### src/rtl/ssc_pkg.sv
// Shared types and constants for the sphere pair contact pipeline.
// No dependencies; used by every module under rtl.
package ssc_pkg;

  localparam int unsigned CoordW  = 24;
  localparam int unsigned RadW    = 23;
  localparam int unsigned NormW   = 16;
  localparam int unsigned SqW     = 52;
  localparam int unsigned DistW   = 26;
  localparam int unsigned QuoW    = 15;
  localparam int unsigned RemW    = 42;
  localparam int unsigned ThrW    = 52;
  localparam int unsigned AddrW   = 4;
  localparam int unsigned DataW   = 64;

  // Register index of the coincidence threshold (byte address 8*index).
  localparam logic [0:0] RegThreshold = 1'b0;
  localparam logic [ThrW-1:0] ThresholdReset = 52'd1;

  localparam logic [QuoW-1:0] OneQ14 = 15'd16384;

  typedef struct packed {
    logic signed [23:0] first_x;
    logic signed [23:0] first_y;
    logic signed [23:0] first_z;
    logic signed [23:0] second_x;
    logic signed [23:0] second_y;
    logic signed [23:0] second_z;
    logic        [22:0] first_radius;
    logic        [22:0] second_radius;
  } in_word_t;

  typedef struct packed {
    logic               coincident;
    logic        [23:0] depth;
    logic signed [15:0] normal_x;
    logic signed [15:0] normal_y;
    logic signed [15:0] normal_z;
    logic signed [23:0] contact_x;
    logic signed [23:0] contact_y;
    logic signed [23:0] contact_z;
  } out_word_t;

  // Per-item context that rides along the pipeline.
  typedef struct packed {
    logic [2:0][23:0] c1;
    logic [2:0][23:0] dmag;
    logic [2:0]       dneg;
    logic [22:0]      r1;
    logic [22:0]      rmax;
    logic [23:0]      rsum;
    logic             coinc;
  } ctx_t;

endpackage

### src/rtl/ssc_back.sv
// Back stages: normal sign and clamp, contact offset multiply, rounding,
// saturation, coincident fallback and the output register. Depends on ssc_pkg.
module ssc_back (
  input  logic                           clk_i,
  input  logic                           rst_ni,
  input  logic                           en_i,
  input  logic                           valid_i,
  input  ssc_pkg::ctx_t                  ctx_i,
  input  logic [ssc_pkg::DistW-1:0]      dist_i,
  input  logic [2:0][ssc_pkg::QuoW-1:0]  quo_i,
  output logic                           valid_o,
  output ssc_pkg::out_word_t             word_o
);

  logic [2:0][ssc_pkg::QuoW-1:0] qc;
  logic                          b1_v_q, b2_v_q;
  ssc_pkg::ctx_t                 b1_ctx_q;
  logic [ssc_pkg::DistW-1:0]     b1_dist_q;
  logic [2:0][ssc_pkg::QuoW-1:0] b1_q_q;
  logic [2:0][37:0]              b1_prod_q;
  ssc_pkg::out_word_t            word_d, word_q;

  // Clamp to one; zero distance gives a zero normal
  always_comb begin
    for (int l = 0; l < 3; l++) begin
      if (dist_i == '0) qc[l] = '0;
      else if (quo_i[l] > ssc_pkg::OneQ14) qc[l] = ssc_pkg::OneQ14;
      else qc[l] = quo_i[l];
    end
  end

  // Result assembly
  always_comb begin
    logic [2:0][15:0] n;
    logic [2:0][38:0] rnd;
    logic [2:0][26:0] p;
    logic [2:0][23:0] ps;
    for (int l = 0; l < 3; l++) begin
      n[l]   = b1_ctx_q.dneg[l] ? 16'(-{1'b0, b1_q_q[l]}) : {1'b0, b1_q_q[l]};
      rnd[l] = {1'b0, b1_prod_q[l]} + 39'd8192;
      if (b1_ctx_q.dneg[l])
        p[l] = {{3{b1_ctx_q.c1[l][23]}}, b1_ctx_q.c1[l]} - {2'b0, rnd[l][38:14]};
      else
        p[l] = {{3{b1_ctx_q.c1[l][23]}}, b1_ctx_q.c1[l]} + {2'b0, rnd[l][38:14]};
      if (!p[l][26] && p[l][25:23] != 3'b000) ps[l] = 24'h7FFFFF;
      else if (p[l][26] && p[l][25:23] != 3'b111) ps[l] = 24'h800000;
      else ps[l] = p[l][23:0];
    end
    word_d.coincident = b1_ctx_q.coinc;
    if (b1_ctx_q.coinc) begin
      word_d.depth     = {1'b0, b1_ctx_q.rmax};
      word_d.normal_x  = '0;
      word_d.normal_y  = 16'(ssc_pkg::OneQ14);
      word_d.normal_z  = '0;
      word_d.contact_x = b1_ctx_q.c1[0];
      word_d.contact_y = b1_ctx_q.c1[1];
      word_d.contact_z = b1_ctx_q.c1[2];
    end else begin
      word_d.depth     = b1_ctx_q.rsum - b1_dist_q[23:0];
      word_d.normal_x  = n[0];
      word_d.normal_y  = n[1];
      word_d.normal_z  = n[2];
      word_d.contact_x = ps[0];
      word_d.contact_y = ps[1];
      word_d.contact_z = ps[2];
    end
  end

  always_ff @(posedge clk_i or negedge rst_ni) begin
    if (!rst_ni) begin
      b1_v_q <= 1'b0;
      b2_v_q <= 1'b0;
    end else if (en_i) begin
      b1_v_q <= valid_i;
      b2_v_q <= b1_v_q;
    end
  end

  always_ff @(posedge clk_i) begin
    if (en_i) begin
      b1_ctx_q  <= ctx_i;
      b1_dist_q <= dist_i;
      b1_q_q    <= qc;
      for (int l = 0; l < 3; l++) b1_prod_q[l] <= qc[l] * ctx_i.r1;
      word_q    <= word_d;
    end
  end

  assign valid_o = b2_v_q;
  assign word_o  = word_q;

endmodule

### config.mk
export PLATFORM = sky130hd
export DESIGN_NAME = ssc_back
export DESIGN_NICKNAME = d
export VERILOG_FILES = /design/src/rtl/ssc_pkg.sv /design/src/rtl/ssc_back.sv
export SDC_FILE = /design/constraint.sdc
export NUM_CORES = 2
export LEC_CHECK = 0
export BUFFER_PORTS_ARGS = -buffer_cell sky130_fd_sc_hd__buf_2
export CORE_MARGIN = 3
export CORE_UTILIZATION = 40
export CTS_CLUSTER_DIAMETER = 100
export CTS_CLUSTER_SIZE = 16
export DETAILED_ROUTE_END_ITERATION = 10
export GPL_TIMING_DRIVEN = 1
export HOLD_SLACK_MARGIN = 0.15
export SLEW_MARGIN = 20
export SYNTH_ARGS = -nofsm -noshare
export SYNTH_HDL_FRONTEND = slang
export SYNTH_SLANG_ARGS = --single-unit
### constraint.sdc
create_clock -name clk_i -period 10.85 [get_ports clk_i]
set_input_delay 0.5425 -clock clk_i [delete_from_list [all_inputs] [get_ports clk_i]]
set_output_delay 0.5425 -clock clk_i [all_outputs]
set_load 0.005 [all_outputs]
After elaboration in Yosys (flattened, before gate mapping)
Cells that the tools add are included.

Bits in registers: 453. Bits of input ports: 293. Word-level logic and storage cells: 88.

Add/sub/neg operators: 13. Multipliers: 3. Order comparisons: 3. Equal/unequal tests: 3. Multiplexer cells: 19. Bitwise logic cells: 3. Reductions and logical operators: 16.

Operators with widths (count): $mux W24 (6); $mux W143 (1); $add A38 B14 Y39 const B (3); $mul A15 B23 Y38 (3); $mux W15 (6); $add A24 B26 Y27 (3); $mux W27 (3); $sub A24 B26 Y27 (3); $mux W16 (3); $neg A15 Y16 (3); $gt A15 B15 Y1 const B (3); $logic_not A26 Y1 (1); $sub A24 B24 Y24 (1); $ne A3 B3 Y1 const B (3); $reduce_bool A3 Y1 (3); $logic_and A1 B1 Y1 (6); $reduce_or A2 Y1 (3); $logic_not A1 Y1 (3); $not A1 Y1 (3).

Longest topological paths before layout
Word-level depth: 8. Depth in mapped cells: 31.

Least setup slack after synthesis
OpenSTA, ideal clock, no wires.

Kind: input -> register. Start: input dist_i[19] (netlist name). End: register b1_prod_q[112] (netlist name) (data pin). Library setup time: 0.258 ns. Arrival time: 7.965 ns. Setup slack: 2.628 ns. Stages: 29. Buffers on the path: 3. Cell sequence: nor4_1 -> nand4_1 -> nor2_1 -> nor2b_1 -> clkbuf_1 -> clkbuf_1 -> clkbuf_1 -> and3_1 -> fa_1 -> inv_1 -> fa_1 -> inv_1 -> fa_1 -> inv_1 -> fa_1 -> fa_1 -> inv_1 -> fa_1 -> ha_1 -> o21ai_0 -> a221o_1 -> a31o_2 -> a311oi_1 -> a311o_1 -> a31o_2 -> a221oi_1 -> o41ai_1 -> a21oi_1 -> xnor2_1.

Longest elaborated chain between the ends: 3.

RTL lines: start: declaration (RTL line ssc_back.sv:9) `input logic [ssc_pkg::DistW-1:0] dist_i,`; $logic_not A26 Y1 (RTL line ssc_back.sv:26) `if (dist_i == '0) qc[l] = '0;`; $mux W15 (RTL line ssc_back.sv:26); $mul A15 B23 Y38 (RTL line ssc_back.sv:84) `for (int l = 0; l < 3; l++) b1_prod_q[l] <= qc[l] * ctx_i.r1;`; end: declaration (RTL line ssc_back.sv:20) `logic [2:0][37:0] b1_prod_q;`.

No other way between the ends. A chain may end at the register's enable or synchronous reset.

Final worst setup path
Start: input dist_i[21] (netlist name). End: register b1_prod_q[34] (netlist name) (data pin).

Same word-level chain as after synthesis.

==> run_summary.xml <==
<?xml version="1.0" encoding="UTF-8"?>
<metrics>
  <group name="run_status">
    <metric name="outcome" unit="">completed</metric>
  </group>
  <group name="yosys">
    <metric name="mappedNetlistArea" unit="um2">56270</metric>
    <metric name="synth-seq-area-share" unit="%">22.07</metric>
    <metric name="synthArstFlopShare" unit="%">0.4831</metric>
    <metric name="ys.warnings.count" unit="">0</metric>
    <metric name="dominant_synthesized_flop_cell" unit="">sky130_fd_sc_hd__edfxtp_1</metric>
    <metric name="synthesis.area_per_instance" unit="um2">9.603</metric>
    <metric name="syn_inst" unit="">5860</metric>
    <metric name="netlist-cell-type-count" unit="">93</metric>
    <metric name="number_of_enable_flip_flop_cells_after_synthesis" unit="">412</metric>
    <metric name="postSynthRegisterBits" unit="">414</metric>
    <metric name="syn_nets" unit="">7374</metric>
  </group>
  <group name="clock_network">
    <metric name="cts.sink_count" unit="">414</metric>
    <metric name="clkSlewWorstSetupHoldPaths" unit="ns">0.08</metric>
    <metric name="cts_setup_buffers" unit="">0</metric>
    <metric name="cts-buffers-inserted" unit="">31</metric>
    <metric name="clk_root_buffer_cell" unit="">sky130_fd_sc_hd__clkbuf_16</metric>
    <metric name="tritoncts" unit="">done</metric>
    <metric name="clk_latency" unit="ns">0.63</metric>
    <metric name="cts-htree-levels" unit="">1</metric>
    <metric name="worst_case_clock_buffer_depth" unit="">3</metric>
  </group>
  <group name="place">
    <metric name="gp_congestion" unit="">0.8832</metric>
    <metric name="dp.final_hpwl" unit="mm">124.9</metric>
    <metric name="post_placement_cell_count" unit="">7818</metric>
    <metric name="place_ws" unit="ns">1.054</metric>
    <metric name="port-buffer-count" unit="">366</metric>
  </group>
  <group name="critical_path">
    <metric name="critPathMostFrequentCell" unit="">sky130_fd_sc_hd__fa_1</metric>
    <metric name="critical_path_class" unit="">in2reg</metric>
    <metric name="worst_ep_arrival_time" unit="ns">10.01</metric>
    <metric name="crit_path_max_fanout" unit="">62</metric>
    <metric name="rr_endpoint" unit="">word_o[37]</metric>
    <metric name="cp-start-kind" unit="">input pin</metric>
    <metric name="ff2ff_path_depth" unit="">20</metric>
    <metric name="timing.critical_path.slowest_cell_delay" unit="ns">0.85</metric>
    <metric name="critical_path.endpoint_type" unit="">flip-flop</metric>
    <metric name="worstPathRequired" unit="ns">11.25</metric>
    <metric name="crit-reg2reg-launch" unit="">b1_prod_q[56]</metric>
    <metric name="regToRegSetupSlack" unit="ns">4.12</metric>
    <metric name="cpMaxStageDelayCell" unit="">sky130_fd_sc_hd__nor2b_4</metric>
  </group>
  <group name="route">
    <metric name="drt.antenna.violating_nets" unit="">0</metric>
    <metric name="count_of_tritonroute_iterations_in_the_first_routing_pass" unit="">6</metric>
    <metric name="detail_route.drc_violations" unit="">0</metric>
    <metric name="postRouteWirelength" unit="mm">164.6</metric>
    <metric name="detailroute.via_count" unit="">43370</metric>
    <metric name="avgViaCountPerCell" unit="">5.398</metric>
    <metric name="drt-initial-drc-count" unit="">3356</metric>
    <metric name="wl_per_cell" unit="um">20.48</metric>
  </group>
  <group name="die">
    <metric name="die_area" unit="um2">145200</metric>
    <metric name="die_width" unit="um">381.1</metric>
    <metric name="floorplan.rows" unit="">137</metric>
    <metric name="io_pins" unit="">439</metric>
    <metric name="initial_utilization" unit="%">40.33</metric>
    <metric name="core_region_area" unit="um2">139500</metric>
    <metric name="floorplan.die.height" unit="um">381.1</metric>
  </group>
  <group name="finish">
    <metric name="fill_cells" unit="">13420</metric>
    <metric name="drive_gt1_share" unit="%">9.143</metric>
    <metric name="finalNonFillerCells" unit="">8034</metric>
    <metric name="syn2layout_area_growth" unit="%">10.40</metric>
    <metric name="fin_nets" unit="">7638</metric>
  </group>
  <group name="sta">
    <metric name="hold_viol_final" unit="">0</metric>
    <metric name="rsz_0062_raised_after_global_routing" unit="">no</metric>
    <metric name="period_minus_slack" unit="ns">9.617</metric>
    <metric name="slew_headroom" unit="%">29.39</metric>
    <metric name="tightestPinTransition" unit="ns">1.059</metric>
    <metric name="report.final.slew_viol_count" unit="">0</metric>
    <metric name="fmax" unit="MHz">104.0</metric>
    <metric name="fin_setup_tns" unit="ns">0</metric>
    <metric name="setup_viol" unit="">0</metric>
    <metric name="fin_worst_skew" unit="ns">0.03396</metric>
    <metric name="final_worst_setup_slack" unit="ns">1.233</metric>
    <metric name="post-route-period-util" unit="%">88.63</metric>
  </group>
  <group name="global_route">
    <metric name="grt_busiest_layer" unit="">met2</metric>
    <metric name="grt_first_pass_wirelength" unit="mm">257.0</metric>
    <metric name="antenna_found_initial" unit="">35</metric>
    <metric name="global_route.usage.total" unit="%">22.50</metric>
    <metric name="grt_use_met2" unit="%">34.55</metric>
    <metric name="grt_use_met1" unit="%">31.66</metric>
    <metric name="grt.overflow.total" unit="">0</metric>
    <metric name="global_route.usage.met3" unit="%">5.630</metric>
    <metric name="grt_max_degree" unit="">93</metric>
    <metric name="grt_pass1_vias" unit="">44400</metric>
  </group>
  <group name="pwr">
    <metric name="total_power_after_layout" unit="mW">13.20</metric>
    <metric name="worst_ir_drop_vdd" unit="V">0.0001892</metric>
    <metric name="cell_area_power_density" unit="nW/um2">212.5</metric>
    <metric name="power_leakage" unit="nW">29.27</metric>
  </group>
  <group name="min_path">
    <metric name="timing.hold.worst.class" unit="">in2async</metric>
  </group>
  <group name="run">
    <metric name="drv.max_cap_violation_count" unit="">0</metric>
  </group>
</metrics>
flip-flops by register name, indices dropped and copies added (netlist names):
name	flops
b1_ctx_q	123
b1_dist_q	24
b1_prod_q	75
b1_q_q	45
b1_v_q	1
valid_o	1
word_o	145
routing by layer:
layer / vias up / part of all wire [%] / wire length (um)
met4: 18 / 2.7 / 4425
met1: 21670 / 44 / 72520
met3: 222 / 9.3 / 15280
met5: - / 0.10 / 165
met2: 1621 / 44 / 72180
li1: 19840 / - / -
critical path: cells and delay by family:
kind | cells | cell delay, ns
xor gates and xnor gates | 1 | 0.17
AOI/OAI and AO/OA | 5 | 1.76
buffers and inverters | 7 | 1.70
adders and majority gates | 7 | 3.42
and+or+nand+nor | 10 | 2.39
what timing repair did:
item	in CTS	in global routing
gates resized for setup	0	0
hold buffers	149	0
endpoints found under the hold margin	150	0
endpoints found under the setup margin	0	0
layout by cell type, fill, tap and decap left out, types with 33 or more instances in the layout:
| master | synthesis | layout |
|---|---|---|
| sky130_fd_sc_hd__inv_1 | 892 | 892 |
| sky130_fd_sc_hd__fa_1 | 814 | 814 |
| sky130_fd_sc_hd__nand2_1 | 721 | 721 |
| sky130_fd_sc_hd__and3_1 | 468 | 468 |
| sky130_fd_sc_hd__edfxtp_1 | 412 | 412 |
| sky130_fd_sc_hd__ha_1 | 407 | 407 |
| sky130_fd_sc_hd__buf_2 | 21 | 365 |
| sky130_fd_sc_hd__nor2_1 | 232 | 230 |
| sky130_fd_sc_hd__xnor2_1 | 192 | 192 |
| sky130_fd_sc_hd__a21oi_1 | 167 | 167 |
| sky130_fd_sc_hd__dlygate4sd3_1 | 0 | 149 |
| sky130_fd_sc_hd__xor2_1 | 143 | 143 |
| sky130_fd_sc_hd__o21ai_0 | 142 | 142 |
| sky130_fd_sc_hd__and2_1 | 92 | 92 |
| sky130_fd_sc_hd__a21o_1 | 84 | 84 |
| sky130_fd_sc_hd__buf_4 | 5 | 80 |
| sky130_fd_sc_hd__nand3_1 | 65 | 65 |
| sky130_fd_sc_hd__nor3_1 | 59 | 59 |
| sky130_fd_sc_hd__nand4_1 | 42 | 42 |
| sky130_fd_sc_hd__o21a_1 | 39 | 39 |
| sky130_fd_sc_hd__a31oi_1 | 33 | 33 |
per-stage QoR:
stage | utilization, % | cell area (um2) | hold slack, ns
2_1_floorplan | - | 56270 | 0.2469
3_3_place_gp | 42.77 | 59680 | 0.3278
3_5_place_dp | 42.77 | 59680 | 0.3318
4_1_cts | 44.48 | 62070 | 0.1855
5_1_grt | 44.49 | 62080 | 0.2736
6_report | 44.52 | 62120 | 0.2729
cell usage after synthesis (all sizes together) (11+ instances only):
master / count / share of area, %
and2: 102 / 1.1
inv: 892 / 5.9
a31oi: 34 / 0.40
edfxtp: 412 / 22
nand2: 721 / 4.8
nor2b: 30 / 0.33
a21o: 84 / 1.1
and3: 468 / 5.2
nand3: 65 / 0.58
a31o: 11 / 0.17
or3: 28 / 0.31
or2: 12 / 0.13
o31ai: 32 / 0.45
buf: 64 / 0.55
ha: 407 / 9.0
nand4: 44 / 0.53
o21bai: 20 / 0.27
nor3: 60 / 0.54
o211ai: 13 / 0.17
fa: 814 / 29
and4: 15 / 0.23
a21oi: 167 / 1.5
a221o: 27 / 0.48
xor2: 143 / 2.2
o21ai: 142 / 1.3
nand2b: 29 / 0.32
xnor2: 192 / 3.0
o21a: 39 / 0.52
nor2: 232 / 1.5
nor4: 33 / 0.38
a211oi: 19 / 0.25
clkbuf: 298 / 2.0
a2bb2oi: 22 / 0.57
logic make-up (layout without fill, tap and decap cells):
group	count (synthesis)	in the layout	share of synthesized area (%)
compound gates	733	733	9.103
buf+inv	1259	1535	8.536
xor+xnor	337	337	5.296
fa+ha+maj	1221	1221	38.01
mux	16	16	0.3002
flops	414	414	22.07
simple gates	1880	1880	16.68
other cells	0	22	0
how the worst max path moves through the flow:
stage                    start             end  slack [ns]
detailed placement   quo_i[35]  b1_prod_q[112]        1.05
finish              dist_i[21]   b1_prod_q[34]        1.23
CTS                 dist_i[13]  b1_prod_q[112]        1.35
global placement     quo_i[35]  b1_prod_q[112]        1.21
global route        dist_i[21]  b1_prod_q[112]        0.71
floorplan           dist_i[19]  b1_prod_q[112]        2.63
area by class of cell:
class | count | area (um2) | area share (%)
Inverter | 895 | 3359 | 5.408
Sequential cell | 414 | 12420 | 20.00
Clock inverter | 6 | 85.08 | 0.1370
Multi-Input combinational cell | 4187 | 39110 | 62.95
Timing Repair Buffer | 595 | 3934 | 6.332
Tap cell | 1876 | 2347 | 3.778
Antenna cell | 22 | 55.05 | 0.08862
Clock buffer | 39 | 815.8 | 1.313
where the power goes:
| group | switching (mW) | internal, mW | total (mW) |
|---|---|---|---|
| clock | 0.582 | 0.555 | 1.14 |
| combinational | 5.41 | 3.89 | 9.30 |
| sequential | 0.346 | 2.42 | 2.77 |
| total | 6.34 | 6.86 | 13.2 |
No activity file was read; power rests on OpenSTA's default activity.
